<file path="src/design/qra_pkg.sv">
package qra_pkg;

  // Default configuration of the block.
  localparam int COMPONENT_BITS_DEF   = 16;
  localparam int ANGLE_ITERATIONS_DEF = 16;

  // Datapath widths after each scaling point.
  localparam int OP_W     = 17;  // scaled quaternion component, signed
  localparam int PROD_W   = 34;  // one partial product, signed
  localparam int SUM_W    = 36;  // Hamilton product component, signed
  localparam int PMAG_W   = 35;  // magnitude of a product component
  localparam int PSC_W    = 30;  // magnitude after product scaling
  localparam int P0_W     = 31;  // scaled scalar part, signed
  localparam int RAD_W    = 62;  // sum of the three squares
  localparam int ROOT_W   = 31;  // square root of that sum
  localparam int REM_W    = 34;  // square-root remainder
  localparam int CW       = 34;  // CORDIC x and y, signed
  localparam int ZW       = 28;  // CORDIC angle in 2^-24 rad, signed
  localparam int ANGLE_W  = 16;

  localparam int OP_LIMIT  = 16;
  localparam int SUM_LIMIT = 30;
  localparam int PSH_W     = 6;

  localparam logic signed [ZW-1:0] HALF_PI_Q24 = 28'sd26353589;
  localparam logic [ANGLE_W-1:0]   ANGLE_MAX   = 16'd51472;

  // Control bits that travel with every beat through the pipeline.
  typedef struct packed {
    logic valid;
    logic inv;
  } qra_ctl_t;

  // Arctangent of 2^-i in units of 2^-24 rad.
  function automatic logic signed [ZW-1:0] atan_val(input int i);
    logic signed [ZW-1:0] v;
    case (i)
      0:  v = 28'sd13176795;
      1:  v = 28'sd7778716;
      2:  v = 28'sd4110060;
      3:  v = 28'sd2086331;
      4:  v = 28'sd1047214;
      5:  v = 28'sd524117;
      6:  v = 28'sd262123;
      7:  v = 28'sd131069;
      8:  v = 28'sd65536;
      9:  v = 28'sd32768;
      10: v = 28'sd16384;
      11: v = 28'sd8192;
      12: v = 28'sd4096;
      13: v = 28'sd2048;
      14: v = 28'sd1024;
      15: v = 28'sd512;
      16: v = 28'sd256;
      17: v = 28'sd128;
      18: v = 28'sd64;
      19: v = 28'sd32;
      20: v = 28'sd16;
      21: v = 28'sd8;
      22: v = 28'sd4;
      23: v = 28'sd2;
      default: v = '0;
    endcase
    return v;
  endfunction

endpackage

</file>
<file path="src/design/qra_cordic.sv">
module qra_cordic #(
  parameter int ANGLE_ITERATIONS = qra_pkg::ANGLE_ITERATIONS_DEF
) (
  input  logic                              clk_i,
  input  logic                              rst_ni,
  input  qra_pkg::qra_ctl_t                 ctl_i,
  input  logic signed [qra_pkg::P0_W-1:0]   p0_i,
  input  logic [qra_pkg::ROOT_W-1:0]        root_i,
  output qra_pkg::qra_ctl_t                 ctl_o,
  output logic signed [qra_pkg::ZW-1:0]     z_o
);
  import qra_pkg::*;

  localparam int N = ANGLE_ITERATIONS + 1;

  qra_ctl_t              ctl_q [N];
  logic signed [CW-1:0]  x_q   [N];
  logic signed [CW-1:0]  y_q   [N];
  logic signed [ZW-1:0]  z_q   [N];

  // Setup stage: a negative scalar part is rotated by a quarter turn first.
  always_ff @(posedge clk_i or negedge rst_ni) begin
    if (!rst_ni) begin
      ctl_q[0] <= '0;
    end else begin
      ctl_q[0] <= ctl_i;
    end
  end

  always_ff @(posedge clk_i) begin
    if (p0_i < 0) begin
      x_q[0] <= CW'(root_i);
      y_q[0] <= -CW'(p0_i);
      z_q[0] <= HALF_PI_Q24;
    end else begin
      x_q[0] <= CW'(p0_i);
      y_q[0] <= CW'(root_i);
      z_q[0] <= '0;
    end
  end

  // Vectoring iterations, one micro-rotation per stage.
  for (genvar i = 0; i < ANGLE_ITERATIONS; i++) begin : g_iter
    logic signed [CW-1:0] xs;
    logic signed [CW-1:0] ys;

    assign xs = x_q[i] >>> i;
    assign ys = y_q[i] >>> i;

    always_ff @(posedge clk_i or negedge rst_ni) begin
      if (!rst_ni) begin
        ctl_q[i+1] <= '0;
      end else begin
        ctl_q[i+1] <= ctl_q[i];
      end
    end

    always_ff @(posedge clk_i) begin
      if (y_q[i] > 0) begin
        x_q[i+1] <= x_q[i] + ys;
        y_q[i+1] <= y_q[i] - xs;
        z_q[i+1] <= z_q[i] + atan_val(i);
      end else begin
        x_q[i+1] <= x_q[i] - ys;
        y_q[i+1] <= y_q[i] + xs;
        z_q[i+1] <= z_q[i] - atan_val(i);
      end
    end
  end

  assign ctl_o = ctl_q[N-1];
  assign z_o   = z_q[N-1];

endmodule

</file>
<file path="config.mk">
export PLATFORM = sky130hd
export DESIGN_NAME = qra_cordic
export DESIGN_NICKNAME = d
export VERILOG_FILES = /design/src/design/qra_pkg.sv /design/src/design/qra_cordic.sv
export SDC_FILE = /design/constraint.sdc
export NUM_CORES = 2
export LEC_CHECK = 0
export CELL_PAD_IN_SITES_DETAIL_PLACEMENT = 1
export CELL_PAD_IN_SITES_GLOBAL_PLACEMENT = 2
export CORE_MARGIN = 5
export CORE_UTILIZATION = 31
export CTS_CLUSTER_DIAMETER = 200
export CTS_CLUSTER_SIZE = 16
export DETAILED_ROUTE_END_ITERATION = 16
export DONT_BUFFER_PORTS = 1
export HOLD_SLACK_MARGIN = 0.02
export MAX_ROUTING_LAYER = met4
export PLACE_DENSITY_LB_ADDON = 0.25
export SLEW_MARGIN = 40
export SYNTH_ARGS = -nofsm -noshare
export SYNTH_HDL_FRONTEND = slang
export SYNTH_SLANG_ARGS = --single-unit
</file>
<file path="constraint.sdc">
create_clock -name clk_i -period 5.5 [get_ports clk_i]
set_input_delay 0.55 -clock clk_i [delete_from_list [all_inputs] [get_ports clk_i]]
set_output_delay 0.55 -clock clk_i [all_outputs]
set_load 0.03 [all_outputs]
</file>
== After elaboration in Yosys (flattened, before gate mapping) ==
Memory sizes are Yosys's and may differ from the RTL's.
Index checks and enable logic that the tools add are counted.
Widths: inputs -> output; s select.
Storage, ports and cells
  bits in registers: 34
  bits in writable memories: 1632
  input port bits: 66
  logic and storage cells: 303
  memories: 3
Memory list
  x_q: words 17, bits a word 34, read ports 16, clocked after Yosys merged registers in 0, wr ports 17, RTL line qra_cordic.sv:17  | logic signed [CW-1:0] x_q [N];
  y_q: words 17, bits a word 34, read ports 16, clocked after Yosys merged registers in 0, wr ports 17, RTL line qra_cordic.sv:18  | logic signed [CW-1:0] y_q [N];
  z_q: words 17, bits a word 28, read ports 17, clocked after Yosys merged registers in 0, wr ports 17, RTL line qra_cordic.sv:19  | logic signed [ZW-1:0] z_q [N];
Operators by class
  add/sub/neg operators: 96
  magnitude comparators: 17
  muxes and demuxes: 102
  bitwise logic cells: 51
Operator list (number)
  $mux 34: 34
  $gt 34x1->1 const B: 16
  $mux 28: 17
  $add 34x19->34: 2
  $add 34x20->34: 2
  $add 34x21->34: 2
  $add 34x22->34: 2
  $add 34x23->34: 2
  $add 34x24->34: 2
  $add 34x25->34: 2
  $add 34x26->34: 2
  $add 34x27->34: 2
  $add 34x28->34: 2
  $add 34x29->34: 2
  $add 34x30->34: 2
  $add 34x31->34: 2
  $add 34x32->34: 2
  $add 34x33->34: 2
  $sub 34x19->34: 2
  $sub 34x20->34: 2
  $sub 34x21->34: 2
  $sub 34x22->34: 2
  $sub 34x23->34: 2
  $sub 34x24->34: 2
  45 further kinds: 157

== Depth between registers and ports, before layout ==
  depth in word-level cells: 4
  depth in mapped cells: 26
  gate-level depth less buffers: 24

== Least setup slack after synthesis ==
No wires, ideal clock.
  kind: register to register
  start point: memory y_q[7][18]
  end point: memory x_q[8][32]
  setup time: 0.134 ns
  arrival: 5.750 ns
  slack: -0.384 ns
  cell stages (with the launch flop): 24
  period minus slack after synthesis: 5.884 ns
  cells stage by stage: dfxtp_1 or4_1 nor4_1 nand2b_1 nor3_1 and3_1 clkbuf_1 a31oi_1 clkinv_1 clkbuf_1 nor2_1 xnor2_1 ha_1 nor2b_1 o21ai_0 a21boi_0 o211a_1 o211ai_1 o31ai_1 o21ai_1 o21ai_1 or3b_2 and4b_1 or4_1
RTL lines (RTL line)
  from (decl): qra_cordic.sv:18
  to (decl): qra_cordic.sv:17

==> metrics.md <==
| Metric | Value |
|---|---|
| Grt met1 use | `0.255` |
| Fin cells | `18500` |
| EDFF count, synth | `0` |
| Clock Path Buffers | `4` |
| # H-tree levels | `3` |
| Max cap viols | `0` |
| Later-pin clock latency in the skew report | `920 ps` |
| Drt first pass iters | `5` |
| Yosys reg bits | `1496` |
| Post-route setup slack | `-270 ps` |
| Row cnt | `around 210` |
| XOR/XNOR Fraction of Synth Area | `0.147` |
| Final hold viol count | `0` |
| Die width | `593 um` |
| Hold EP | `y_q[0][8]$_DFF_P_` |
| Hold Crit Depth | `4` |
| Sequential element share of the synthesized area | `0.286` |
| Vias per cell | `around 5.2` |
| Port bufs | `0` |
| Final nets | `15300` |
| I/O Pins | `96` |
| Largest family of logic cells by synthesized area | `compound AO/OA/AOI/OAI gates` |
| Hold wc startpoint | `p0_i[7]` |
| CP Class | `register to register` |
| Slew Viols, Final | `0` |
| Root Buffer Master | `clkbuf_16` |
| Wire per inst | `19.9 um` |
| Unique cell type count in the Yosys netlist | `94` |
| Synth Area in Adders | `0.161` |
| Initial antenna violation count | `7` |
| TNS Setup | `-2850 ps` |
| FF-to-FF End | `y_q[5][32]$_DFF_P_` |
| Slew @ Worst Pin | `959 ps` |
| Ys Warns | `0` |
| Post-Route Utilization | `0.383` |
| Syn Area/Cell | `8.56 um2` |
| First-pass GRT wire length | `roughly 570000 um` |
| Crit Path Max Fanout | `6` |
| Die Ht | `roughly 590 um` |
| Starting Density | `0.311` |
| CTS Buf Count | `107` |
| Pin count of the biggest net entering global routing | `70` |
| Post-DP HPWL | `around 300000 um` |
| Via count | `95600` |
| Outcome | `finished, violations left` |
| Worst endpoint required time | `6270 ps` |
| Failing checks | `setup timing` |
| Clock slew at reported path FFs | `90 ps` |
| Core area | `0.339 mm2` |
| Post-route DRC | `0` |
| DRT iter0 DRCs | `just over 4000` |
| Placed insts | `18100` |
| Critical path capture point type | `register` |
| Global Route Usage Sum | `0.207` |
| DP Area | `0.121 mm2` |
| Global route hottest layer | `met2` |
| GR Util met3 | `0.0169` |
| Layout cells sized above 1 | `0.173` |
| Worst R2R Setup Slack | `-270 ps` |
| Most frequent cells in the layout | `buf_4, dfxtp_1, ha_1, xnor2_1, a21oi_1` |
| Post-synth ARST share | `0.0227` |
| CTS tree | `yes` |
| Netlist Area Pre-Place | `0.105 mm2` |
| Rel. slew slack | `0.360` |
| Fin area | `around 0.13 mm2` |
| Final period util | `1.05` |
| Max Fclk | `0.173 GHz` |
| Die area | `0.351 mm2` |
| Main flop type after synthesis | `dfxtp_1` |
| Worst Path Arrival | `6540 ps` |
| Compound-Gate Fraction of Synth Area | `0.218` |
| Worst Skew | `122 ps` |
| Synth Area in Simple Gates | `0.150` |
| Synth-to-layout area growth | `23.4%` |
| Remaining global-route overflow | `0` |
| RSZ-0062 raised after global routing | `yes` |
| Cells after Synth | `12300` |
| CTS Sinks | `~1500` |
| Final setup vio count | `24` |
| Post-synthesis mux area share | `0.00860` |
| Most common cell after layout, fill and taps aside | `buf_4` |
| R2R depth | `24` |
| Crit path time final | `~5800 ps` |
| R2R Path Start | `y_q[4][15]$_DFF_P_` |
| Gpl congestion | `0.897` |
| Met2 Track Usage GR | `0.368` |
| Worst hold path type | `input pin to register` |
| Vias in the first global route | `101000` |
| Routed wire length | `roughly 370000 um` |
| ANT nets after route | `0` |
| Crit start category | `register` |
[Yosys cell counts, drive strengths merged, types with 56 or more instances]
library cell | number | area [um2]
nor2 | 950 | 3570
and2 | 60 | 375
nand3 | 223 | 1120
nor4 | 123 | 797
nor3 | 256 | 1320
clkbuf | 153 | 576
and3 | 86 | 538
o211ai | 57 | 428
o21ai | 752 | 3760
xnor2 | 1230 | 10800
o21a | 194 | 1460
dfxtp | 1462 | 29300
mux2 | 60 | 676
nand4 | 96 | 601
o21bai | 167 | 1250
ha | 1287 | 16100
or3 | 122 | 778
a31oi | 93 | 582
inv | 581 | 2180
xor2 | 541 | 4740
a21oi | 1108 | 5550
a21o | 506 | 3800
o41ai | 84 | 743
or2 | 56 | 350
nand2b | 198 | 1240
or4 | 78 | 593
a211oi | 106 | 796
nor2b | 175 | 1090
nand2 | 705 | 2650
o31ai | 197 | 1480
[cells by family (layout without fill, tap and decap cells)]
group | count (synthesis) | count (layout)
AOI/OAI and AO/OA | 3617 | 3617
xor gates and xnor gates | 1771 | 1771
adders and majority gates | 1331 | 1331
buffers and inverters | 778 | 2434
DFF | 1496 | 1496
muxes | 83 | 83
other | 1 | 6
and+or+nand+nor | 3220 | 3223
[per-stage QoR]
stage,hold WS (ps),worst slack (ps)
finish,133,-270
global route,107,-521
CTS,46.2,-206
detailed placement,255,-707
global placement,255,-627
floorplan,254,-63.3
[worst max-delay path by stage]
stage                        from                 end  slack [ps]  cells past startpoint
5_1_grt        y_q[4][15]$_DFF_P_  y_q[5][32]$_DFF_P_        -520                     24
3_5_place_dp    y_q[3][8]$_DFF_P_  y_q[4][33]$_DFF_P_        -710                     24
2_1_floorplan  y_q[4][14]$_DFF_P_  y_q[5][31]$_DFF_P_         -60                     23
3_3_place_gp   y_q[4][14]$_DFF_P_  y_q[5][26]$_DFF_P_        -630                     24
6_report       y_q[4][15]$_DFF_P_  y_q[5][32]$_DFF_P_        -270                     24
4_1_cts        y_q[4][15]$_DFF_P_  y_q[5][32]$_DFF_P_        -210                     24
[flip-flops by register name (all words and copies together) (netlist names)]
name and count:
y_q 543, ctl_q 32, ctl_o 2, x_q 493
z_q 426
[cell type report]
cell class,instances,area [um2]
Sequential cell,1496,30100
Antenna cell,3,7.51
Clock buffer,111,2710
Timing Repair Buffer,1729,13800
Multi-Input combinational cell,10000,75400
Fill cell,39900,209000
Inverter,590,2230
Clock inverter,4,53.8
Tap cell,4536,5680
[what timing repair did]
item                                    CTS  global route
pin swaps                               105           320
endpoints found under the setup margin  208           280
hold buffers                            100             0
resized for setup                       258           497
hold endpoints to repair                 99             0
cloned                                    4             5
buffers inserted                         61           115
[metal layers]
metal	vias to the layer above	routed length, um	share of wire
met1	46900	167000	0.45
li1	47300	-	-
met2	1040	183000	0.50
met4	0	7880	0.021
met5	-	0	0
met3	390	9580	0.026
[critical path: stages, from the launching register on]
cell	delay [ps]
dfxtp_2	330
or4_4	510
or3_4	340
or3_4	340
or3_4	360
nor4_4	150
nand2_2	120
nor3_4	240
nor2_4	130
inv_4	130
buf_6	130
nor2_4	30
xor2_1	160
ha_1	360
nand4_1	110
nor2_1	70
o21ai_1	160
or4b_4	490
o221a_4	240
a221o_1	440
a21o_1	190
a21o_1	180
buf_6	130
a221oi_4	220
xnor2_1	140
Power is not shown: default switching activity piles up to over one toggle a cycle in this logic, so the estimate is an artifact.
