### src/design/qra_pkg.sv
package qra_pkg;

  // Default configuration of the block.
  localparam int COMPONENT_BITS_DEF   = 16;
  localparam int ANGLE_ITERATIONS_DEF = 16;

  // Datapath widths after each scaling point.
  localparam int OP_W     = 17;  // scaled quaternion component, signed
  localparam int PROD_W   = 34;  // one partial product, signed
  localparam int SUM_W    = 36;  // Hamilton product component, signed
  localparam int PMAG_W   = 35;  // magnitude of a product component
  localparam int PSC_W    = 30;  // magnitude after product scaling
  localparam int P0_W     = 31;  // scaled scalar part, signed
  localparam int RAD_W    = 62;  // sum of the three squares
  localparam int ROOT_W   = 31;  // square root of that sum
  localparam int REM_W    = 34;  // square-root remainder
  localparam int CW       = 34;  // CORDIC x and y, signed
  localparam int ZW       = 28;  // CORDIC angle in 2^-24 rad, signed
  localparam int ANGLE_W  = 16;

  localparam int OP_LIMIT  = 16;
  localparam int SUM_LIMIT = 30;
  localparam int PSH_W     = 6;

  localparam logic signed [ZW-1:0] HALF_PI_Q24 = 28'sd26353589;
  localparam logic [ANGLE_W-1:0]   ANGLE_MAX   = 16'd51472;

  // Control bits that travel with every beat through the pipeline.
  typedef struct packed {
    logic valid;
    logic inv;
  } qra_ctl_t;

  // Arctangent of 2^-i in units of 2^-24 rad.
  function automatic logic signed [ZW-1:0] atan_val(input int i);
    logic signed [ZW-1:0] v;
    case (i)
      0:  v = 28'sd13176795;
      1:  v = 28'sd7778716;
      2:  v = 28'sd4110060;
      3:  v = 28'sd2086331;
      4:  v = 28'sd1047214;
      5:  v = 28'sd524117;
      6:  v = 28'sd262123;
      7:  v = 28'sd131069;
      8:  v = 28'sd65536;
      9:  v = 28'sd32768;
      10: v = 28'sd16384;
      11: v = 28'sd8192;
      12: v = 28'sd4096;
      13: v = 28'sd2048;
      14: v = 28'sd1024;
      15: v = 28'sd512;
      16: v = 28'sd256;
      17: v = 28'sd128;
      18: v = 28'sd64;
      19: v = 28'sd32;
      20: v = 28'sd16;
      21: v = 28'sd8;
      22: v = 28'sd4;
      23: v = 28'sd2;
      default: v = '0;
    endcase
    return v;
  endfunction

endpackage

### src/design/qra_sqrt.sv
module qra_sqrt (
  input  logic                                 clk_i,
  input  logic                                 rst_ni,
  input  qra_pkg::qra_ctl_t                    ctl_i,
  input  logic signed [qra_pkg::P0_W-1:0]      p0_i,
  input  logic [qra_pkg::RAD_W-1:0]            rad_i,
  output qra_pkg::qra_ctl_t                    ctl_o,
  output logic signed [qra_pkg::P0_W-1:0]      p0_o,
  output logic [qra_pkg::ROOT_W-1:0]           root_o
);
  import qra_pkg::*;

  // One result bit per stage, two radicand bits consumed per stage.
  qra_ctl_t                ctl_q  [ROOT_W];
  logic signed [P0_W-1:0]  p0_q   [ROOT_W];
  logic [RAD_W-1:0]        rad_q  [ROOT_W];
  logic [REM_W-1:0]        rem_q  [ROOT_W];
  logic [ROOT_W-1:0]       root_q [ROOT_W];

  for (genvar k = 0; k < ROOT_W; k++) begin : g_stage
    qra_ctl_t               ctl_in;
    logic signed [P0_W-1:0] p0_in;
    logic [RAD_W-1:0]       rad_in;
    logic [REM_W-1:0]       rem_in;
    logic [ROOT_W-1:0]      root_in;
    logic [REM_W+1:0]       trial;
    logic [REM_W+1:0]       sub;
    logic                   ge;

    if (k == 0) begin : g_first
      assign ctl_in  = ctl_i;
      assign p0_in   = p0_i;
      assign rad_in  = rad_i;
      assign rem_in  = '0;
      assign root_in = '0;
    end else begin : g_next
      assign ctl_in  = ctl_q[k-1];
      assign p0_in   = p0_q[k-1];
      assign rad_in  = rad_q[k-1];
      assign rem_in  = rem_q[k-1];
      assign root_in = root_q[k-1];
    end

    // Restoring step: try to subtract 4*root + 1 from the shifted remainder.
    assign trial = {rem_in, rad_in[RAD_W-1 -: 2]};
    assign sub   = (REM_W+2)'({root_in, 2'b01});
    assign ge    = (trial >= sub);

    always_ff @(posedge clk_i or negedge rst_ni) begin
      if (!rst_ni) begin
        ctl_q[k] <= '0;
      end else begin
        ctl_q[k] <= ctl_in;
      end
    end

    always_ff @(posedge clk_i) begin
      p0_q[k]   <= p0_in;
      rad_q[k]  <= rad_in << 2;
      rem_q[k]  <= ge ? REM_W'(trial - sub) : REM_W'(trial);
      root_q[k] <= {root_in[ROOT_W-2:0], ge};
    end
  end

  assign ctl_o  = ctl_q[ROOT_W-1];
  assign p0_o   = p0_q[ROOT_W-1];
  assign root_o = root_q[ROOT_W-1];

endmodule

### config.mk
export PLATFORM = sky130hd
export DESIGN_NAME = qra_sqrt
export DESIGN_NICKNAME = d
export VERILOG_FILES = /design/src/design/qra_pkg.sv /design/src/design/qra_sqrt.sv
export SDC_FILE = /design/constraint.sdc
export NUM_CORES = 2
export LEC_CHECK = 0
export BUFFER_PORTS_ARGS = -buffer_cell sky130_fd_sc_hd__clkbuf_2
export CORE_ASPECT_RATIO = 1.1
export CORE_UTILIZATION = 50
export CTS_BUF_LIST = sky130_fd_sc_hd__clkbuf_2 sky130_fd_sc_hd__clkbuf_4 sky130_fd_sc_hd__clkbuf_8
export CTS_CLUSTER_DIAMETER = 60
export CTS_CLUSTER_SIZE = 10
export DETAILED_ROUTE_END_ITERATION = 7
export GPL_ROUTABILITY_DRIVEN = 0
export PLACE_DENSITY_LB_ADDON = 0.3
export RECOVER_POWER = 100
export SLEW_MARGIN = 15
export SYNTH_ARGS = -nofsm -noshare
export SYNTH_HDL_FRONTEND = slang
export SYNTH_MEMORY_MAX_BITS = 65536
export SYNTH_SLANG_ARGS = --single-unit
export TNS_END_PERCENT = 10
### constraint.sdc
create_clock -name clk_i -period 4.4 [get_ports clk_i]
set_input_delay 0.88 -clock clk_i [delete_from_list [all_inputs] [get_ports clk_i]]
set_output_delay 0.88 -clock clk_i [all_outputs]
set_load 0.005 [all_outputs]
# After elaboration in Yosys (flattened, before gate mapping)

Memory sizes are Yosys's and may differ from the RTL's.
Cells that the tools add are included.

Register bits after elaboration: 62
RAM bits: 4836
Output and inout port bits: 64
Word-level logic and storage cells: 159
Memories kept: 4

$add $sub $neg: 31
$lt $le $gt $ge: 31
Multiplexer cells: 31

Memories:

| name   | depth | bits a word | read ports | clocked after Yosys merged registers in | write ports | RTL line       | RTL |
|---|---|---|---|---|---|---|---|
| rad_q  | 31    | 60          | 30         | 0                                       | 31          | qra_sqrt.sv:16 | `logic [RAD_W-1:0] rad_q [ROOT_W];` |
| rem_q  | 31    | 34          | 30         | 0                                       | 31          | qra_sqrt.sv:17 | `logic [REM_W-1:0] rem_q [ROOT_W];` |
| p0_q   | 31    | 31          | 31         | 0                                       | 31          | qra_sqrt.sv:15 | `logic signed [P0_W-1:0] p0_q [ROOT_W];` |
| root_q | 31    | 31          | 31         | 0                                       | 31          | qra_sqrt.sv:18 | `logic [ROOT_W-1:0] root_q [ROOT_W];` |

Operators by type and width:

| operator                                                              | count |
|---|---|
| 36-bit by 33-bit >= comparator with 1-bit output                      | 30 |
| 34-bit 2-to-1 mux                                                     | 31 |
| 34-bit by 33-bit subtractor with 34-bit output                        | 30 |
| 2-bit by 1-bit subtractor with 3-bit output, second input constant    | 1 |
| 2-bit by 1-bit >= comparator with 1-bit output, second input constant | 1 |

# Logic depth before layout (Yosys ltp)

An unclocked memory read counts as a cell.

Depth in word-level cells: 3
Mapped depth: 14
Depth with buffers taken out: 12

# Worst setup path before layout

OpenSTA, ideal clock, no wires.

Path type: register to register
Start point: memory rem_q[6][22]
End point: memory rem_q[7][26]
Data arrival time: 3.210 ns
Path slack: 1.057 ns
Cell stages (with the launch flop): 11
Buffers on the path: 1
Period minus slack after synthesis: 3.343 ns
Path through: dfxtp_1 -> or4_1 -> or3_1 -> or4_1 -> or3_1 -> or2_1 -> a2111oi_4 -> a211o_1 -> buf_4 -> nor4_1 -> xor2_1

RTL lines:

| what        | RTL line |
|---|---|
| from (decl) | qra_sqrt.sv:17 |

==> impl_summary.txt <==
----------------------------------------------------
[Status]
  Status ... finished, violations left
  Violations in the final reports ... capacitance limit, slew limit

[Yosys]
  Most used flip-flop cell after synthesis ... dfxtp_1
  Sequential cell area fraction in the yosys report ... 63.6%
  Top cells by count, synth ... dfxtp_1, inv_1, nor2_1
  Leading cell type by number of instances after synthesis ... dfxtp_1
  Number of standard cells after synthesis ... 9552
  Synth warnings ... 0
  Number of enable-type register cells in the synthesized netlist ... 0
  Total nets after synthesis ... 10178
  Post-Synthesis Mean Instance Area ... 11.3 um^2
  Seq cells post-synth ... 3418
  Largest cells by area after synthesis ... dfxtp_1, ha_1, xor2_1
  Post-synthesis cell type with the largest combined area ... dfxtp_1
  Synth async-reset ratio ... 1.81%
  Synthesized area ... 108000 um^2
  Area fraction of the dominant cell type after synthesis ... 62.2%
  Count of distinct cell types in the synthesized netlist ... 83

[Finish]
  Ratio of cells with drive above 1 in the final layout ... 7.04%
  Area taken by multi-input logic gates ... 36300 um^2
  Final design area excluding fillers ... 119000 um^2
  Combined flip-flop and latch cell area ... 68700 um^2
  Net count of the finished layout ... 10696
  Fill cell count ... 18172
  Post-layout utilization of the core ... 55.4%
  Final Non-Filler Cells ... 12995
  Layout area overhead ... 9.94%

[Timing]
  Achievable frequency ... 0.249 GHz
  Final Hold Vio Count ... 0
  Total of endpoints with negative setup slack in the final report ... 0
  Slew at the pin closest to its max-slew limit ... 1850 ps
  Post-route setup slack ... 383 ps
  Final Max Tran Viols ... 38
  Worst slew slack as a fraction of its limit ... -23.4%
  Time the worst path needs with I/O delays and setup ... 4020 ps
  RSZ-0062 raised after global routing ... false
  Period utilization ... 91.3%
  Accumulated negative setup slack ... 0 ps
  Final worst clock skew ... 108 ps
  Hold slack ... 250 ps

[Clock network]
  Clock input transition at the sequential cells of the worst setup and hold paths ... 70 ps
  Number of buffers inserted to repair setup after CTS ... 0
  Number of gates resized after cts ... 0
  Maximum count of clock buffers along a single path ... 4
  TritonCTS clock tree ... yes
  Source-to-sink clock delay at the later pin of the worst-skew pair ... 1080 ps
  TritonCTS Buffers ... 394
  CTS root buffer ... clkbuf_8
  Total number of clock tree sinks ... 3418
  Max H-tree Level ... 5

[Power and ir drop]
  Logic gate share of total power ... 13.0%
  Power per cell area ... 540 nW/um^2
  Pint ... 47.3 mW
  Share of power burned in registers ... 58.9%
  Proportion of total power due to net switching ... 26.3%
  P_sw ... 16.9 mW
  Clock share of power ... 28.2%
  Post-layout total power ... 64.2 mW
  Worst IR Drop VDD ... 0.428 mV
  Static Leak ... 54.2 nW

[Placed design]
  Total of buffers placed on input and output ports ... 160
  DP Area ... 112000 um^2
  Dpl cells ... 12457
  Post-detailed-placement half-perimeter wirelength ... 140000 um
  Setup slack after placement ... 650 ps

[Global route]
  First-pass GRT wire length ... 316000 um
  Vias in the first global route ... 66123
  Total gr overflow ... 0
  Number of antenna violations at the first check in global routing ... 3
  Pin count of the biggest net entering global routing ... 60
  GRT Total Usage ... 17.4%

[Worst hold path]
  Type of the most critical hold path ... flop to flop

[Setup path]
  Critical Path Sink Type ... flop
  CP Data Arrival Time ... 4970 ps
  Worst Path Required ... 5360 ps
  Longest individual stage delay on the worst path ... 600 ps
  Startpoint kind of the worst setup timing path ... flop
  WS Path Type ... flop to flop
  Slowest library cell on the worst path ... clkbuf_1
  Crit path cell chain ... or4_1, or3_1, or4_1, or3_1, or2_0, a2111oi_4, clkbuf_1, a2111oi_2, clkbuf_2, nand3_1, xnor2_1
  Crit path max fanout ... 17

[Floorplan]
  Initial standard-cell utilization of the core ... 50.4%
  Die X ... 445 um
  Number of I/O pins ... 161
  Die Footprint ... 218000 um^2
  Die Y ... 490 um
  Core Box Area ... 214000 um^2
  Standard-cell rows ... 178

[Routing]
  Total routed wirelength ... 193000 um
  Number of antenna-violating nets in the routed design ... 0
  Via count ... 66314
  Per-cell via count in the routed design ... 5.10
  Number of design-rule violations left by the first detailed-router iteration ... 3455
  DRC violations left ... 0
  Drt first pass iters ... 7
  Final routed wire length divided by cell count ... 14.9 um

[Run]
  Max-capacitance violation count ... 1

----------------------------------------------------
-- cell families (layout without fill, tap and decap cells) --
logic type	after synthesis	count (layout)	share of synthesized area, %
AND/OR/NAND/NOR	2202	2202	10.1
buffers and inverters	808	1366	2.83
other	1	6	0.00347
XOR/XNOR	831	831	6.74
adder cells (fa/ha/maj)	529	529	6.13
flip-flops	3418	3418	63.6
AO/OA/AOI/OAI	1673	1673	9.65
multiplexers	90	90	0.925
-- worst paths after layout --
| path | from | end | slack [ps] | depth (start not counted) |
|---|---|---|---|---|
| max | rem_q[6][22] | rem_q[7][17] | 380 | 11 |
| min in group asynchronous | rst_ni | ctl_q[50] | 590 | 2 |
| min reg2reg | p0_q[18][28] | p0_q[19][28] | 250 | 0 |
| min | p0_q[18][28] | p0_q[19][28] | 250 | 0 |
| max reg2reg | rem_q[6][22] | rem_q[7][17] | 380 | 11 |
| max in group asynchronous | rst_ni | ctl_q[7] | 1460 | 3 |
-- power by group through the flow --
stage / sequential [mW] / combinational [mW] / clock [mW]
2_1_floorplan: 37.4 / 6.59 / 0
3_3_place_gp: 38.4 / 7.95 / 0
3_5_place_dp: 38.5 / 8.21 / 0
4_1_cts: 37.8 / 8.33 / 19.0
5_1_grt: 38.2 / 9.32 / 20.3
6_report: 37.8 / 8.32 / 18.1
-- critical path: cells and delay by family, from the launching register on --
family	cells	cell delay [ps]
compound gates	2	430
flops	1	320
buf+inv	2	870
simple gates	6	2210
xor+xnor	1	130
-- metal layers --
layer | up-vias | share of wire [%] | GRT usage [%]
met1 | 30955 | 41 | 19.7
li1 | 33132 | - | -
met2 | 1676 | 50 | 31.3
met5 | - | 0 | 0
met4 | 0 | 4.2 | 8.32
met3 | 551 | 4.8 | 3.56
-- flip-flops by register name, summed over array words and instances, names as in the netlist --
name and count:
root_q 496, p0_q 961, rem_q 969, rad_q 930, ctl_o 2, ctl_q 60
-- what timing repair did --
action,CTS,global route
endpoints found under the setup margin,0,0
hold buffers,97,0
hold endpoints to repair,121,0
-- cell type report --
cell class,instances,area share [%]
sequential,3418,57.9
multi-input combinational,5326,30.6
clock buffer,419,4.75
tap,2880,3.03
inverter,642,2.03
timing repair buffer,288,1.58
clock inverter,17,0.180
antenna,5,0.0105
-- placed cells by master (no fill, tap or decap), types with 19 or more instances in the layout --
master,instances
dfxtp_1,3356
inv_1,642
nor2_1,601
a21oi_1,568
ha_1,529
nand2_1,489
xor2_1,426
xnor2_1,405
clkbuf_8,400
o21ai_0,381
nor3_1,223
a21o_1,195
nand3_1,130
nor4_1,113
clkbuf_2,113
nand2b_1,105
dlygate4sd3_1,97
o21a_1,91
nor2b_1,87
or3_1,83
nand4_1,78
mux2_2,74
clkbuf_1,69
or4_1,63
dfrtp_1,62
o21bai_1,59
a211oi_1,48
or2_2,46
o31ai_1,46
a31oi_1,45
and3_1,44
o211ai_1,30
nand3b_1,28
and4_1,24
a2111oi_0,23
clkbuf_4,19
(Power assumes the default switching activity.)
